==> config.mk <==
export PLATFORM = sky130hd
export DESIGN_NAME = periodic_timer_slot_table_unit
export DESIGN_NICKNAME = d
export VERILOG_FILES = /design/src/rtl/core/ptst_pkg.sv /design/src/rtl/core/ptst_ram.sv /design/src/rtl/core/ptst_ctrl.sv /design/src/rtl/core/ptst_dp.sv /design/src/rtl/core/periodic_timer_slot_table_unit.sv
export SDC_FILE = /design/constraint.sdc
export NUM_CORES = 2
export LEC_CHECK = 0
export ABC_AREA = 1
export BUFFER_PORTS_ARGS = -buffer_cell sky130_fd_sc_hd__buf_4
export CORE_UTILIZATION = 53
export CTS_CLUSTER_DIAMETER = 40
export DETAILED_ROUTE_END_ITERATION = 7
export PLACE_DENSITY = 0.67
export SYNTH_ARGS = -nofsm -noshare
export SYNTH_HDL_FRONTEND = slang
export SYNTH_SLANG_ARGS = --single-unit
==> constraint.sdc <==
create_clock -name clk_i -period 31.8 [get_ports clk_i]
set_input_delay 6.36 -clock clk_i [delete_from_list [all_inputs] [get_ports clk_i]]
set_output_delay 6.36 -clock clk_i [all_outputs]
set_load 0.01 [all_outputs]
==> src/rtl/core/ptst_pkg.sv <==
package ptst_pkg;

  // table geometry
  localparam int unsigned TIMER_SLOTS = 16;
  localparam int unsigned SLOT_W = (TIMER_SLOTS > 1) ? $clog2(TIMER_SLOTS) : 1;
  localparam int unsigned CNT_W = $clog2(TIMER_SLOTS + 1);
  localparam int unsigned IDX_W = 4;

  // default wait after reset
  localparam logic [31:0] DEFAULT_WAIT_RST = 32'd1000;

  // input modes
  localparam logic [1:0] MODE_SET = 2'd0;
  localparam logic [1:0] MODE_CHANGE = 2'd1;
  localparam logic [1:0] MODE_SCAN = 2'd2;

  // result kinds
  localparam logic [1:0] KIND_SET = 2'd0;
  localparam logic [1:0] KIND_CHANGE = 2'd1;
  localparam logic [1:0] KIND_FIRED = 2'd2;
  localparam logic [1:0] KIND_NONE = 2'd3;

  typedef logic [SLOT_W-1:0] slot_idx_t;

  // one slot record as kept in the slot memory
  typedef struct packed {
    logic [31:0] period;
    logic [31:0] remaining;
    logic [31:0] target;
    logic [63:0] start;
  } slot_rec_t;

  // one fired slot as kept in the result buffer
  typedef struct packed {
    slot_idx_t   idx;
    logic [31:0] id;
    logic        freed;
  } fire_ent_t;

  // controller to datapath
  typedef struct packed {
    logic accept;
    logic issue;
    logic load_single;
    logic buf_rd;
    logic buf_load;
  } ptst_cmd_t;

  // datapath to controller
  typedef struct packed {
    logic sweep_end;
    logic scan_hits;
    logic drain_last;
    logic out_free;
  } ptst_sts_t;

  // slot number as it appears on the result port
  function automatic logic [IDX_W-1:0] to_idx4(input slot_idx_t v);
    logic [SLOT_W+IDX_W-1:0] t;
    t = {{IDX_W{1'b0}}, v};
    return t[IDX_W-1:0];
  endfunction

endpackage

==> src/rtl/core/ptst_ram.sv <==
module ptst_ram #(
  parameter int unsigned WIDTH = 8,
  parameter int unsigned DEPTH = 16,
  parameter int unsigned AW = (DEPTH > 1) ? $clog2(DEPTH) : 1
) (
  input  logic             clk_i,
  input  logic             we_i,
  input  logic [AW-1:0]    waddr_i,
  input  logic [WIDTH-1:0] wdata_i,
  input  logic             re_i,
  input  logic [AW-1:0]    raddr_i,
  output logic [WIDTH-1:0] rdata_o
);

  logic [WIDTH-1:0] mem_q [DEPTH];
  logic [WIDTH-1:0] rdata_q;

  // write port
  always_ff @(posedge clk_i) begin
    if (we_i) begin
      mem_q[waddr_i] <= wdata_i;
    end
  end

  // registered read port, holds its data between reads
  always_ff @(posedge clk_i) begin
    if (re_i) begin
      rdata_q <= mem_q[raddr_i];
    end
  end

  assign rdata_o = rdata_q;

endmodule

==> src/rtl/core/ptst_ctrl.sv <==
module ptst_ctrl
  import ptst_pkg::*;
(
  input  logic      clk_i,
  input  logic      rst_ni,
  input  logic      in_valid_i,
  output logic      in_stall_o,
  input  ptst_sts_t sts_i,
  output ptst_cmd_t cmd_o
);

  typedef enum logic [5:0] {
    ST_IDLE     = 6'b000001,
    ST_SWEEP    = 6'b000010,
    ST_TAIL     = 6'b000100,
    ST_REPLY    = 6'b001000,
    ST_DRAIN_RD = 6'b010000,
    ST_DRAIN_LD = 6'b100000
  } state_e;

  state_e state_q, state_d;

  // next state and commands
  always_comb begin
    state_d = state_q;
    cmd_o = '0;
    case (state_q)
      ST_IDLE: begin
        if (in_valid_i) begin
          cmd_o.accept = 1'b1;
          state_d = ST_SWEEP;
        end
      end
      ST_SWEEP: begin
        cmd_o.issue = 1'b1;
        if (sts_i.sweep_end) begin
          state_d = ST_TAIL;
        end
      end
      ST_TAIL: begin
        state_d = ST_REPLY;
      end
      ST_REPLY: begin
        if (sts_i.scan_hits) begin
          state_d = ST_DRAIN_RD;
        end else if (sts_i.out_free) begin
          cmd_o.load_single = 1'b1;
          state_d = ST_IDLE;
        end
      end
      ST_DRAIN_RD: begin
        cmd_o.buf_rd = 1'b1;
        state_d = ST_DRAIN_LD;
      end
      ST_DRAIN_LD: begin
        if (sts_i.out_free) begin
          cmd_o.buf_load = 1'b1;
          state_d = sts_i.drain_last ? ST_IDLE : ST_DRAIN_RD;
        end
      end
      default: begin
        state_d = ST_IDLE;
      end
    endcase
  end

  // state register
  always_ff @(posedge clk_i or negedge rst_ni) begin
    if (!rst_ni) begin
      state_q <= ST_IDLE;
    end else begin
      state_q <= state_d;
    end
  end

  assign in_stall_o = (state_q != ST_IDLE);

`ifndef NO_ASSERTIONS
  // draining the result buffer only happens after a scan that fired
  a_drain_needs_hits: assert property (@(posedge clk_i) disable iff (!rst_ni)
    (state_q == ST_DRAIN_RD) |-> sts_i.scan_hits)
    else $error("result buffer drained without fired slots");
`endif

endmodule

==> src/rtl/core/ptst_dp.sv <==
module ptst_dp
  import ptst_pkg::*;
(
  input  logic             clk_i,
  input  logic             rst_ni,
  input  ptst_cmd_t        cmd_i,
  output ptst_sts_t        sts_o,
  input  logic             cfg_we_i,
  input  logic [31:0]      cfg_data_i,
  input  logic [1:0]       mode_i,
  input  logic [31:0]      period_ms_i,
  input  logic [31:0]      repeat_count_i,
  input  logic [31:0]      target_id_i,
  input  logic [63:0]      now_ms_i,
  output logic             out_valid_o,
  input  logic             out_stall_i,
  output logic [1:0]       kind_o,
  output logic             ok_o,
  output logic [IDX_W-1:0] slot_index_o,
  output logic [31:0]      fired_id_o,
  output logic             slot_freed_o,
  output logic [31:0]      next_wait_ms_o,
  output logic             last_o
);

  // configuration and table flags
  logic [31:0]            dflt_wait_q;
  logic [TIMER_SLOTS-1:0] used_q, used_d;

  // latched item
  logic [1:0]  mode_q;
  logic [31:0] period_q, reps_q, target_q;
  logic [63:0] now_q;

  // sweep bookkeeping
  slot_idx_t   iss_q, pipe_addr_q, set_idx_q, hit_idx_q, rptr_q;
  logic        pipe_vld_q, set_ok_q, found_q;
  logic [CNT_W-1:0] fire_cnt_q;
  logic [31:0] min_q;

  // output register
  logic             out_valid_q;
  logic [1:0]       kind_q;
  logic             ok_q, freed_q, last_q;
  logic [IDX_W-1:0] idx_q;
  logic [31:0]      id_q, wait_q;

  // free slot search
  logic      free_ok;
  slot_idx_t free_idx;

  // slot stage
  logic [$bits(slot_rec_t)-1:0] slot_rdata;
  slot_rec_t rec, wrec;
  logic      pu, is_set, is_chg, is_scan;
  logic      set_hit, chg_hit, fire, freed, slot_we;
  logic      eff_used;
  logic [31:0] eff_period;
  logic [63:0] elapsed;

  // result buffer
  logic [$bits(fire_ent_t)-1:0] buf_rdata;
  fire_ent_t ent_w, ent_r;

  // lowest free slot from the used flags
  always_comb begin
    free_ok = 1'b0;
    free_idx = '0;
    for (int i = TIMER_SLOTS - 1; i >= 0; i--) begin
      if (!used_q[i]) begin
        free_ok = 1'b1;
        free_idx = SLOT_W'(i);
      end
    end
  end

  // default wait register
  always_ff @(posedge clk_i or negedge rst_ni) begin
    if (!rst_ni) begin
      dflt_wait_q <= DEFAULT_WAIT_RST;
    end else if (cfg_we_i) begin
      dflt_wait_q <= cfg_data_i;
    end
  end

  // slot memory, one record per slot
  ptst_ram #(
    .WIDTH($bits(slot_rec_t)),
    .DEPTH(TIMER_SLOTS)
  ) u_slot_ram (
    .clk_i  (clk_i),
    .we_i   (slot_we),
    .waddr_i(pipe_addr_q),
    .wdata_i(wrec),
    .re_i   (cmd_i.issue),
    .raddr_i(iss_q),
    .rdata_o(slot_rdata)
  );

  // per slot update for the slot whose record just came back
  always_comb begin
    rec = slot_rec_t'(slot_rdata);
    is_set = (mode_q == MODE_SET);
    is_chg = (mode_q == MODE_CHANGE);
    is_scan = (mode_q == MODE_SCAN);
    pu = used_q[pipe_addr_q];
    elapsed = now_q - rec.start;
    set_hit = is_set && set_ok_q && (pipe_addr_q == set_idx_q);
    chg_hit = is_chg && !found_q && pu && (rec.target == target_q);
    fire = is_scan && pu && (elapsed >= {32'd0, rec.period});
    freed = fire && (rec.remaining == 32'd1);
    wrec = rec;
    if (set_hit) begin
      wrec.period = period_q;
      wrec.remaining = reps_q;
      wrec.target = target_q;
      wrec.start = now_q;
    end else if (chg_hit) begin
      wrec.period = period_q;
    end else if (fire) begin
      wrec.start = now_q;
      if (rec.remaining != 32'd0) begin
        wrec.remaining = rec.remaining - 32'd1;
      end
    end
    slot_we = pipe_vld_q && (set_hit || chg_hit || fire);
    eff_used = set_hit ? 1'b1 : (fire ? !freed : pu);
    eff_period = (set_hit || chg_hit) ? period_q : rec.period;
    used_d = used_q;
    if (pipe_vld_q && set_hit) begin
      used_d[pipe_addr_q] = 1'b1;
    end
    if (pipe_vld_q && freed) begin
      used_d[pipe_addr_q] = 1'b0;
    end
  end

  // fired slots wait here until the wait period is known
  assign ent_w = '{idx: pipe_addr_q, id: rec.target, freed: freed};

  ptst_ram #(
    .WIDTH($bits(fire_ent_t)),
    .DEPTH(TIMER_SLOTS)
  ) u_fire_buf (
    .clk_i  (clk_i),
    .we_i   (pipe_vld_q && fire),
    .waddr_i(fire_cnt_q[SLOT_W-1:0]),
    .wdata_i(ent_w),
    .re_i   (cmd_i.buf_rd),
    .raddr_i(rptr_q),
    .rdata_o(buf_rdata)
  );

  assign ent_r = fire_ent_t'(buf_rdata);

  // control state of the sweep
  always_ff @(posedge clk_i or negedge rst_ni) begin
    if (!rst_ni) begin
      used_q <= '0;
      pipe_vld_q <= 1'b0;
      iss_q <= '0;
      fire_cnt_q <= '0;
      found_q <= 1'b0;
      rptr_q <= '0;
    end else begin
      used_q <= used_d;
      pipe_vld_q <= cmd_i.issue;
      if (cmd_i.accept) begin
        iss_q <= '0;
        fire_cnt_q <= '0;
        found_q <= 1'b0;
        rptr_q <= '0;
      end else begin
        if (cmd_i.issue) begin
          iss_q <= iss_q + SLOT_W'(1);
        end
        if (pipe_vld_q && fire) begin
          fire_cnt_q <= fire_cnt_q + CNT_W'(1);
        end
        if (pipe_vld_q && chg_hit) begin
          found_q <= 1'b1;
        end
        if (cmd_i.buf_load) begin
          rptr_q <= rptr_q + SLOT_W'(1);
        end
      end
    end
  end

  // item payload, running minimum and slot numbers
  always_ff @(posedge clk_i) begin
    if (cmd_i.accept) begin
      mode_q <= mode_i;
      period_q <= period_ms_i;
      reps_q <= repeat_count_i;
      target_q <= target_id_i;
      now_q <= now_ms_i;
      set_ok_q <= free_ok;
      set_idx_q <= free_idx;
      min_q <= dflt_wait_q;
    end else if (pipe_vld_q) begin
      if (eff_used && (eff_period < min_q)) begin
        min_q <= eff_period;
      end
      if (chg_hit) begin
        hit_idx_q <= pipe_addr_q;
      end
    end
    if (cmd_i.issue) begin
      pipe_addr_q <= iss_q;
    end
  end

  // output register valid
  always_ff @(posedge clk_i or negedge rst_ni) begin
    if (!rst_ni) begin
      out_valid_q <= 1'b0;
    end else if (cmd_i.load_single || cmd_i.buf_load) begin
      out_valid_q <= 1'b1;
    end else if (!out_stall_i) begin
      out_valid_q <= 1'b0;
    end
  end

  // output register payload
  always_ff @(posedge clk_i) begin
    if (cmd_i.buf_load) begin
      kind_q <= KIND_FIRED;
      ok_q <= 1'b1;
      idx_q <= to_idx4(ent_r.idx);
      id_q <= ent_r.id;
      freed_q <= ent_r.freed;
      wait_q <= min_q;
      last_q <= sts_o.drain_last;
    end else if (cmd_i.load_single) begin
      id_q <= '0;
      freed_q <= 1'b0;
      wait_q <= min_q;
      last_q <= 1'b1;
      case (mode_q)
        MODE_SET: begin
          kind_q <= KIND_SET;
          ok_q <= set_ok_q;
          idx_q <= set_ok_q ? to_idx4(set_idx_q) : '0;
        end
        MODE_CHANGE: begin
          kind_q <= KIND_CHANGE;
          ok_q <= found_q;
          idx_q <= found_q ? to_idx4(hit_idx_q) : '0;
        end
        default: begin
          kind_q <= KIND_NONE;
          ok_q <= 1'b0;
          idx_q <= '0;
        end
      endcase
    end
  end

  // status to the controller
  assign sts_o.sweep_end = (iss_q == SLOT_W'(TIMER_SLOTS - 1));
  assign sts_o.scan_hits = (mode_q == MODE_SCAN) && (fire_cnt_q != '0);
  assign sts_o.drain_last = ((CNT_W'(rptr_q) + CNT_W'(1)) == fire_cnt_q);
  assign sts_o.out_free = !out_valid_q || !out_stall_i;

  assign out_valid_o = out_valid_q;
  assign kind_o = kind_q;
  assign ok_o = ok_q;
  assign slot_index_o = idx_q;
  assign fired_id_o = id_q;
  assign slot_freed_o = freed_q;
  assign next_wait_ms_o = wait_q;
  assign last_o = last_q;

`ifndef NO_ASSERTIONS
  // never more fired slots than the table holds
  a_fire_cnt_bound: assert property (@(posedge clk_i) disable iff (!rst_ni)
    fire_cnt_q <= CNT_W'(TIMER_SLOTS))
    else $error("fired slot count beyond table size");

  // a result is only loaded when the output register can take it
  a_load_when_free: assert property (@(posedge clk_i) disable iff (!rst_ni)
    (cmd_i.load_single || cmd_i.buf_load) |-> sts_o.out_free)
    else $error("result loaded over a pending result");

  // no slot update is in flight when the next transaction starts
  a_accept_pipe_empty: assert property (@(posedge clk_i) disable iff (!rst_ni)
    cmd_i.accept |-> !pipe_vld_q)
    else $error("transaction accepted during a sweep");

  // a successful set reply leaves its slot marked used
  a_set_marks_used: assert property (@(posedge clk_i) disable iff (!rst_ni)
    (cmd_i.load_single && (mode_q == MODE_SET) && set_ok_q) |-> used_q[set_idx_q])
    else $error("set reply for a slot that is not used");
`endif

endmodule

==> src/rtl/core/periodic_timer_slot_table_unit.sv <==
// Timer slot table: keeps 16 timer slots (period, remaining repeats, target id,
// start time) in a slot memory and serves one transaction at a time. Set takes
// the lowest free slot, change rewrites the period of the lowest used slot with
// a matching id, and scan fires every used slot whose elapsed time reached its
// period, restarting it and freeing it after its last repeat. Every transaction
// walks the whole slot memory one slot per cycle. The single result of a set,
// change, empty scan or unused mode is loaded into the output register once
// the sweep is through and the output register is free; only then can a new
// transaction be taken. A scan that fires presents its fired results one
// after another, as each is read back from a small result buffer and then
// loaded into the output register; output stalls hold them back. All results
// of a transaction carry the same next_wait_ms, the smallest used period
// capped by the default wait. A new transaction is taken while the last result
// still waits in the output register. The default wait register is written
// through its own port and must only be written while no transaction is in
// progress.
module periodic_timer_slot_table_unit
  import ptst_pkg::*;
(
  input  logic             clk_i,
  input  logic             rst_ni,
  input  logic             cfg_valid_i,
  output logic             cfg_ready_o,
  input  logic [31:0]      cfg_default_wait_ms_i,
  input  logic             in_valid_i,
  output logic             in_stall_o,
  input  logic [1:0]       mode_i,
  input  logic [31:0]      period_ms_i,
  input  logic [31:0]      repeat_count_i,
  input  logic [31:0]      target_id_i,
  input  logic [63:0]      now_ms_i,
  output logic             out_valid_o,
  input  logic             out_stall_i,
  output logic [1:0]       kind_o,
  output logic             ok_o,
  output logic [IDX_W-1:0] slot_index_o,
  output logic [31:0]      fired_id_o,
  output logic             slot_freed_o,
  output logic [31:0]      next_wait_ms_o,
  output logic             last_o
);

  ptst_cmd_t cmd;
  ptst_sts_t sts;

  // configuration writes are always taken
  assign cfg_ready_o = 1'b1;

  // sequencing
  ptst_ctrl u_ctrl (
    .clk_i     (clk_i),
    .rst_ni    (rst_ni),
    .in_valid_i(in_valid_i),
    .in_stall_o(in_stall_o),
    .sts_i     (sts),
    .cmd_o     (cmd)
  );

  // slot table, result buffer and output register
  ptst_dp u_dp (
    .clk_i         (clk_i),
    .rst_ni        (rst_ni),
    .cmd_i         (cmd),
    .sts_o         (sts),
    .cfg_we_i      (cfg_valid_i && cfg_ready_o),
    .cfg_data_i    (cfg_default_wait_ms_i),
    .mode_i        (mode_i),
    .period_ms_i   (period_ms_i),
    .repeat_count_i(repeat_count_i),
    .target_id_i   (target_id_i),
    .now_ms_i      (now_ms_i),
    .out_valid_o   (out_valid_o),
    .out_stall_i   (out_stall_i),
    .kind_o        (kind_o),
    .ok_o          (ok_o),
    .slot_index_o  (slot_index_o),
    .fired_id_o    (fired_id_o),
    .slot_freed_o  (slot_freed_o),
    .next_wait_ms_o(next_wait_ms_o),
    .last_o        (last_o)
  );

endmodule
=== Word level (Yosys, flattened, before mapping) ===
Memories as Yosys holds them, arrays and structs flattened. A register that Yosys moved wholly into a read port is not among the register bits.
Index checks and enable logic that the tools add are counted.

* Register bits after elaboration: 350
* RAM bits: 3,152
* Output and inout bits: 76
* Bits in read-only memories: 0
* Latch bits: 0
* Memories kept: 2
* Input port bits: 199
* Word-level logic and storage cells: 186

* Bitwise gates (word level): 4
* $add $sub $neg: 6
* $lt $le $gt $ge: 4
* Shifts and indexed selects: 0
* Multiply operators: 0
* Reduce and logical (&&, ||, !) cells: 41
* Equality and inequality tests: 19
* Multiplexer cells: 81
* Divide/modulo/power cells: 0

{| class="wikitable"
|+ Memories
! name !! words !! width !! rd ports !! clocked after Yosys merged registers in !! write ports !! line !! text
|-
| u_dp.u_slot_ram.mem_q || 16 || 160 || 1 || 1 || 1 || ptst_ram.sv:15 || <nowiki>logic [WIDTH-1:0] mem_q [DEPTH];</nowiki>
|-
| u_dp.u_fire_buf.mem_q || 16 || 37 || 1 || 1 || 1 || ptst_ram.sv:15 ||
|}

{| class="wikitable"
|+ Operator list
! cell !! count
|-
| 32-bit 2-to-1 mux || 13
|-
| 64-bit 2-to-1 mux || 4
|-
| 64-bit by 32-bit >= comparator with 1-bit output || 1
|-
| 4-bit 2-to-1 mux || 16
|-
| 64-bit subtractor || 1
|-
| 6-bit case mux with 6 select lines || 1
|-
| 32-bit by 1-bit == test with 1-bit output, second input constant || 1
|-
| 32-bit == test || 1
|-
| 32-bit < comparator || 1
|-
| 16-bit 2-to-1 mux || 2
|-
| 32-bit nonzero test || 1
|-
| 32-bit by 1-bit subtractor with 32-bit output, second input constant || 1
|-
| 6-bit 2-to-1 mux || 5
|-
| 1-bit 2-to-1 mux || 26
|-
| 16-bit bitwise AND || 1
|-
| 1-bit logical AND || 16
|-
| 16-bit NOT || 1
|-
| 16-bit OR || 1
|-
| 5-bit 2-to-1 mux || 3
|-
| 15-bit AND reduction || 1
|-
| 2-bit nonzero test || 7
|-
| 3-bit 2-to-1 mux || 4
|-
| 4-bit by 1-bit adder with 4-bit output, second input constant || 2
|-
| 4-bit case mux with 2 select lines || 1
|-
| 33 further kinds || 44
|}

=== Depth between registers and ports, before layout ===
* Word-level depth: 15
* Mapped depth: 32
* Gate-level depth less buffers: 32

=== Modules after synthesis ===
From an unflattened synthesis, not the netlist that was laid out.

* Cell total of the unflattened synthesis: 15,619
* Area, all modules: 162,592.2 um^2

{| class="wikitable"
|+ Modules (own cells, without submodules)
! module !! times used !! area each (um^2) !! cells an instance !! sequential area each (um^2)
|-
| ptst_ram at u_dp.u_slot_ram || 1 || 111,341.8 || 9,725 || 81,678.3
|-
| ptst_ram at u_dp.u_fire_buf || 1 || 26,640.6 || 2,446 || 18,888.1
|-
| ptst_dp || 1 || 24,124.4 || 3,379 || 9,987.1
|-
| ptst_ctrl || 1 || 474.2 || 67 || 151.4
|-
| periodic_timer_slot_table_unit || 1 || 11.3 || 2 || 0.0
|}

=== Worst setup path after synthesis ===
Ideal clock, no wire load.

* Path type: register -> register
* Start: register u_ctrl.state_q[3]
* End: register u_dp.iss_q[3]
* Setup time: 0.477 ns
* Arrival: 19.117 ns
* Path slack: 12.206 ns
* Period minus slack after synthesis: 19.594 ns
* Path buffers: 0
* Stages on the path, launching flop included: 9
* Data required time: 31.323 ns
* Cells stage by stage: dfrtp_1 nor2_1 inv_1 nor4_1 inv_1 nor2_1 inv_1 nor4_1 nor3_1

{| class="wikitable"
|+ RTL lines
! item !! line !! text
|-
| from (decl) || ptst_ctrl.sv:21 || <nowiki>state_e state_q, state_d;</nowiki>
|-
| from (signal assigned) || ptst_ctrl.sv:72 || <nowiki>state_q <= state_d;</nowiki>
|-
| to (signal assigned) || ptst_dp.sv:175 || <nowiki>iss_q <= iss_q + SLOT_W'(1);</nowiki>
|-
| to (decl) || ptst_dp.sv:36 || <nowiki>slot_idx_t iss_q, pipe_addr_q, set_idx_q, hit_idx_q, rptr_q;</nowiki>
|}

=== Worst setup path in the final report ===
* Start: register u_ctrl.state_q[4]
* End: output port in_stall_o

* Word-level cells in the longest chain between the ends: 1

{| class="wikitable"
|+ Ends and longest elaborated chain
! item !! line !! text
|-
| 6-bit by 1-bit != test with 1-bit output || ptst_ctrl.sv:76 || <nowiki>assign in_stall_o = (state_q != ST_IDLE);</nowiki>
|-
| to (decl) || periodic_timer_slot_table_unit.sv:26 || <nowiki>output logic in_stall_o,</nowiki>
|}

Every way passes these cells.

==> results.md <==
- Design area: 173000 sq um
- Core Region: 283000 sq um
- Vias in the first global route: 97300
- GR Util met1: 0.427
- Slowest cell on the critical path: nor4_1
- Crit end category: output port
- Seq cells post-synth: 3699
- Final period util: 0.277
- Startpoint types: register
- Dpl hpwl: 245000 um
- Clock Sinks: 3699
- Avg WL per Cell: 26.9 um
- Max clock buf depth: 4
- Reg clk slew, reported paths: 0.06 ns
- Number of gates resized after cts: 0
- Setup Viol. Count Final: 0
- GRT Overall Usage: 0.302
- Via density: 6.19
- Final Critical Period: 8.80 ns
- CTS tree: built
- # fillers: 21300
- Layout cells sized above 1: 0.106
- Io pins: 275
- Highest clock rate: 114 MHz
- Post-route ant nets: 0
- Fin nets: 12600
- DRT iter0 DRCs: 13700
- Hold slack: 0.451 ns
- Max incr delay on CP: 0.47 ns
- Layout area overhead: 14.5%
- Cell count after synthesis: 12100
- RSZ-0062 raised after global routing: no
- GP Congestion: 0.941
- DR vias: 102000
- TritonCTS buffer count: 453
- PortBufs: 273
- Hold WC Path Type: reg -> reg
- Placement Cell Area: 157000 sq um
- GRT met2 Usage: 0.481
- Most common cell in the netlist: edfxtp_1
- Post-CTS Setup Bufs: 0
- Synth area leader: edfxtp_1
- Worst-path fanout max: 3
- Post-synth EDFFs: 3626
- Final WL: 442000 um
- Worst Path Required: 25.44 ns
- H-tree levels: 5
- Crit-path cells: nor2_1, inv_1, nor4_1, inv_1, buf_4
- Fin Setup TNS: 0 ns
- Syn Nets: 12400
- Initial antenna violation count: 31
- Hold buffers post-CTS: 0
- Final count of hold timing violations: 0
- Pleak: 59.8 nW
- Warnings from Yosys: 0
- Least-Margin Pin Slew: 1.37 ns
- Status: finished, final reports clean
- Pwr dens: 86.5 nW/um^2
- Rows: 195
- First-pass detailed-route iteration total: 8
- Netlist Area Pre-Place: 151000 sq um
- Width of the die: 535 um
- Mean Syn Cell Area: 12.5 sq um
- GR peak layer: met2
- Yosys cell types: 55
- Die Area: 287000 sq um
- Most used cell, CP: inv_1
- Clock Latency Late Sink: 1.04 ns
- Met3 Usage GRT: 0.0498
- Ys async rst share: 0.0189
- Clk root buf: clkbuf_16
- Largest net degree at the start of global routing: 216
- Grt ovf: 0
- Initial Util: 0.534
- Arrival time at the worst endpoint: 2.44 ns
- Final Skew: 0.151 ns
- Max-slew headroom: 0.0824
- Crit Path Class: reg -> out
- Sequential share of the synthesized area: 0.734
- Slew Limit Fails: 0
- Main synth FF type: edfxtp_1
- First-pass GRT wire length: 640000 um
- VDD IR max: 0.0668 mV
- Largest cells by area after synthesis: edfxtp_1 72%, o21ai_0 6.3%, nor2_1 4.7%
- Top cell type's share of synthesized area: 0.722
- Die height: 535 um
- Top cells by instance count after synthesis: 3626 x edfxtp_1, 1897 x o21ai_0, 1890 x nor2_1
- Post-route DRC: 0
- Max Cap Viol: 0
-- logic make-up after synthesis --
group           Yosys count  synth area share
other cells               1         0.0000249
fa+ha+maj               135            0.0113
xor+xnor                 63           0.00366
compound gates         3227             0.123
buf+inv                1380            0.0348
flops                  3699             0.734
simple gates           3531            0.0915
mux                      23           0.00153
-- metrics by stage --
| stage | instances | utilization | worst slack [ns] | power [mW] |
|---|---|---|---|---|
| 3_3_place_gp | 15600 | 0.556 | 22.55 | 9.63 |
| 2_1_floorplan | 12100 | - | 12.21 | 8.46 |
| 3_5_place_dp | 15600 | 0.556 | 22.60 | 9.74 |
| 4_1_cts | 16400 | 0.611 | 22.93 | 14.9 |
| 6_report | 16400 | 0.611 | 23.00 | 14.9 |
| 5_1_grt | 16400 | 0.611 | 22.85 | 15.5 |
-- power breakdown --
| group | leakage [nW] | internal [mW] | total (mW) | switching (mW) |
|---|---|---|---|---|
| logic | 18.8 | 0.957 | 3.56 | 2.60 |
| clock network | 7.42 | 3.13 | 5.20 | 2.07 |
| registers | 33.6 | 5.96 | 6.17 | 0.209 |
| total | 59.8 | 10.0 | 14.9 | 4.88 |
-- cell usage in the layout (no fill, tap or decap), types with 9 or more instances in the layout --
cell | netlist | routed
a21oi_1 | 246 | 245
a31oi_1 | 16 | 15
buf_12 | 0 | 21
buf_4 | 4 | 486
bufinv_16 | 0 | 55
clkbuf_1 | 647 | 52
clkbuf_16 | 0 | 459
clkinv_1 | 2 | 58
clkinv_16 | 0 | 10
clkinv_2 | 0 | 75
clkinv_4 | 0 | 27
clkinvlp_4 | 0 | 49
dfrtp_1 | 63 | 56
diode_2 | 0 | 9
edfxtp_1 | 3626 | 3626
ha_1 | 134 | 134
inv_1 | 653 | 647
inv_6 | 0 | 40
mux2i_1 | 23 | 23
nand2_1 | 1351 | 1347
nand3_1 | 160 | 159
nand3b_1 | 11 | 11
nand4_1 | 32 | 32
nor2_1 | 1890 | 1857
nor2_2 | 13 | 13
nor2_4 | 1 | 34
nor3_1 | 30 | 29
nor4_1 | 20 | 19
o211ai_1 | 126 | 126
o21a_1 | 11 | 11
o21ai_0 | 1897 | 1893
o21ai_1 | 63 | 65
o21bai_1 | 10 | 10
o221ai_1 | 344 | 344
o22ai_1 | 486 | 486
or2_2 | 11 | 11
xnor2_1 | 10 | 10
xor2_1 | 53 | 53
-- worst max-delay path, delay by kind of cell (launching register included) --
| kind | cells | cell delay (ns) |
|---|---|---|
| buf+inv | 3 | 0.49 |
| flops | 1 | 0.39 |
| simple gates | 2 | 0.62 |
-- layout make-up --
| type | instances | area (sq um) | share of cell area |
|---|---|---|---|
| diodes | 9 | 22.5 | 0.000130 |
| clock buffers | 517 | 11800 | 0.0682 |
| clock inverters | 322 | 3680 | 0.0213 |
| inverters | 664 | 2530 | 0.0147 |
| multi-input cells | 6980 | 35100 | 0.204 |
| flip-flops and latches | 3699 | 111000 | 0.642 |
| well taps | 3743 | 4680 | 0.0271 |
| repair buffers | 507 | 4070 | 0.0236 |
-- metal layers --
| layer | part of all wire | up-vias |
|---|---|---|
| met2 | 0.47 | 5818 |
| met3 | 0.10 | 813 |
| met1 | 0.40 | 50500 |
| met4 | 0.032 | 6 |
| li1 | - | 44600 |
| met5 | 0.000079 | - |
-- sequential cells by signal (all words and copies together) (netlist names), 5 cells and up --
signal	count
u_dp.min_q	32
u_dp.u_slot_ram.mem_q	2560
u_dp.fired_id_o	32
u_dp.period_q	32
u_dp.u_fire_buf.mem_q	592
u_dp.reps_q	32
u_dp.u_slot_ram.rdata_o	160
u_dp.used_q	16
u_dp.dflt_wait_q	32
u_ctrl.state_q	6
u_dp.target_q	32
u_dp.u_fire_buf.rdata_o	37
u_dp.now_q	64
u_dp.fire_cnt_q	5
u_dp.next_wait_ms_o	32
-- worst paths after layout --
path	endpoint	slack [ns]	from	depth (start not counted)
setup / recovery	in_stall_o	23.00	u_ctrl.state_q[4]	5
hold / removal	u_dp.next_wait_ms_o[27]	0.45	u_dp.min_q[27]	0
setup reg to reg	u_dp.u_slot_ram.mem_q[2][155]	23.79	u_dp.now_q[0]	27
hold reg to reg	u_dp.next_wait_ms_o[27]	0.45	u_dp.min_q[27]	0
max in group asynchronous	u_dp.rptr_q[0]	25.21	rst_ni	2
min in group asynchronous	u_dp.dflt_wait_q[16]	5.34	rst_ni	1
No activity file was read; power rests on OpenSTA's default activity.
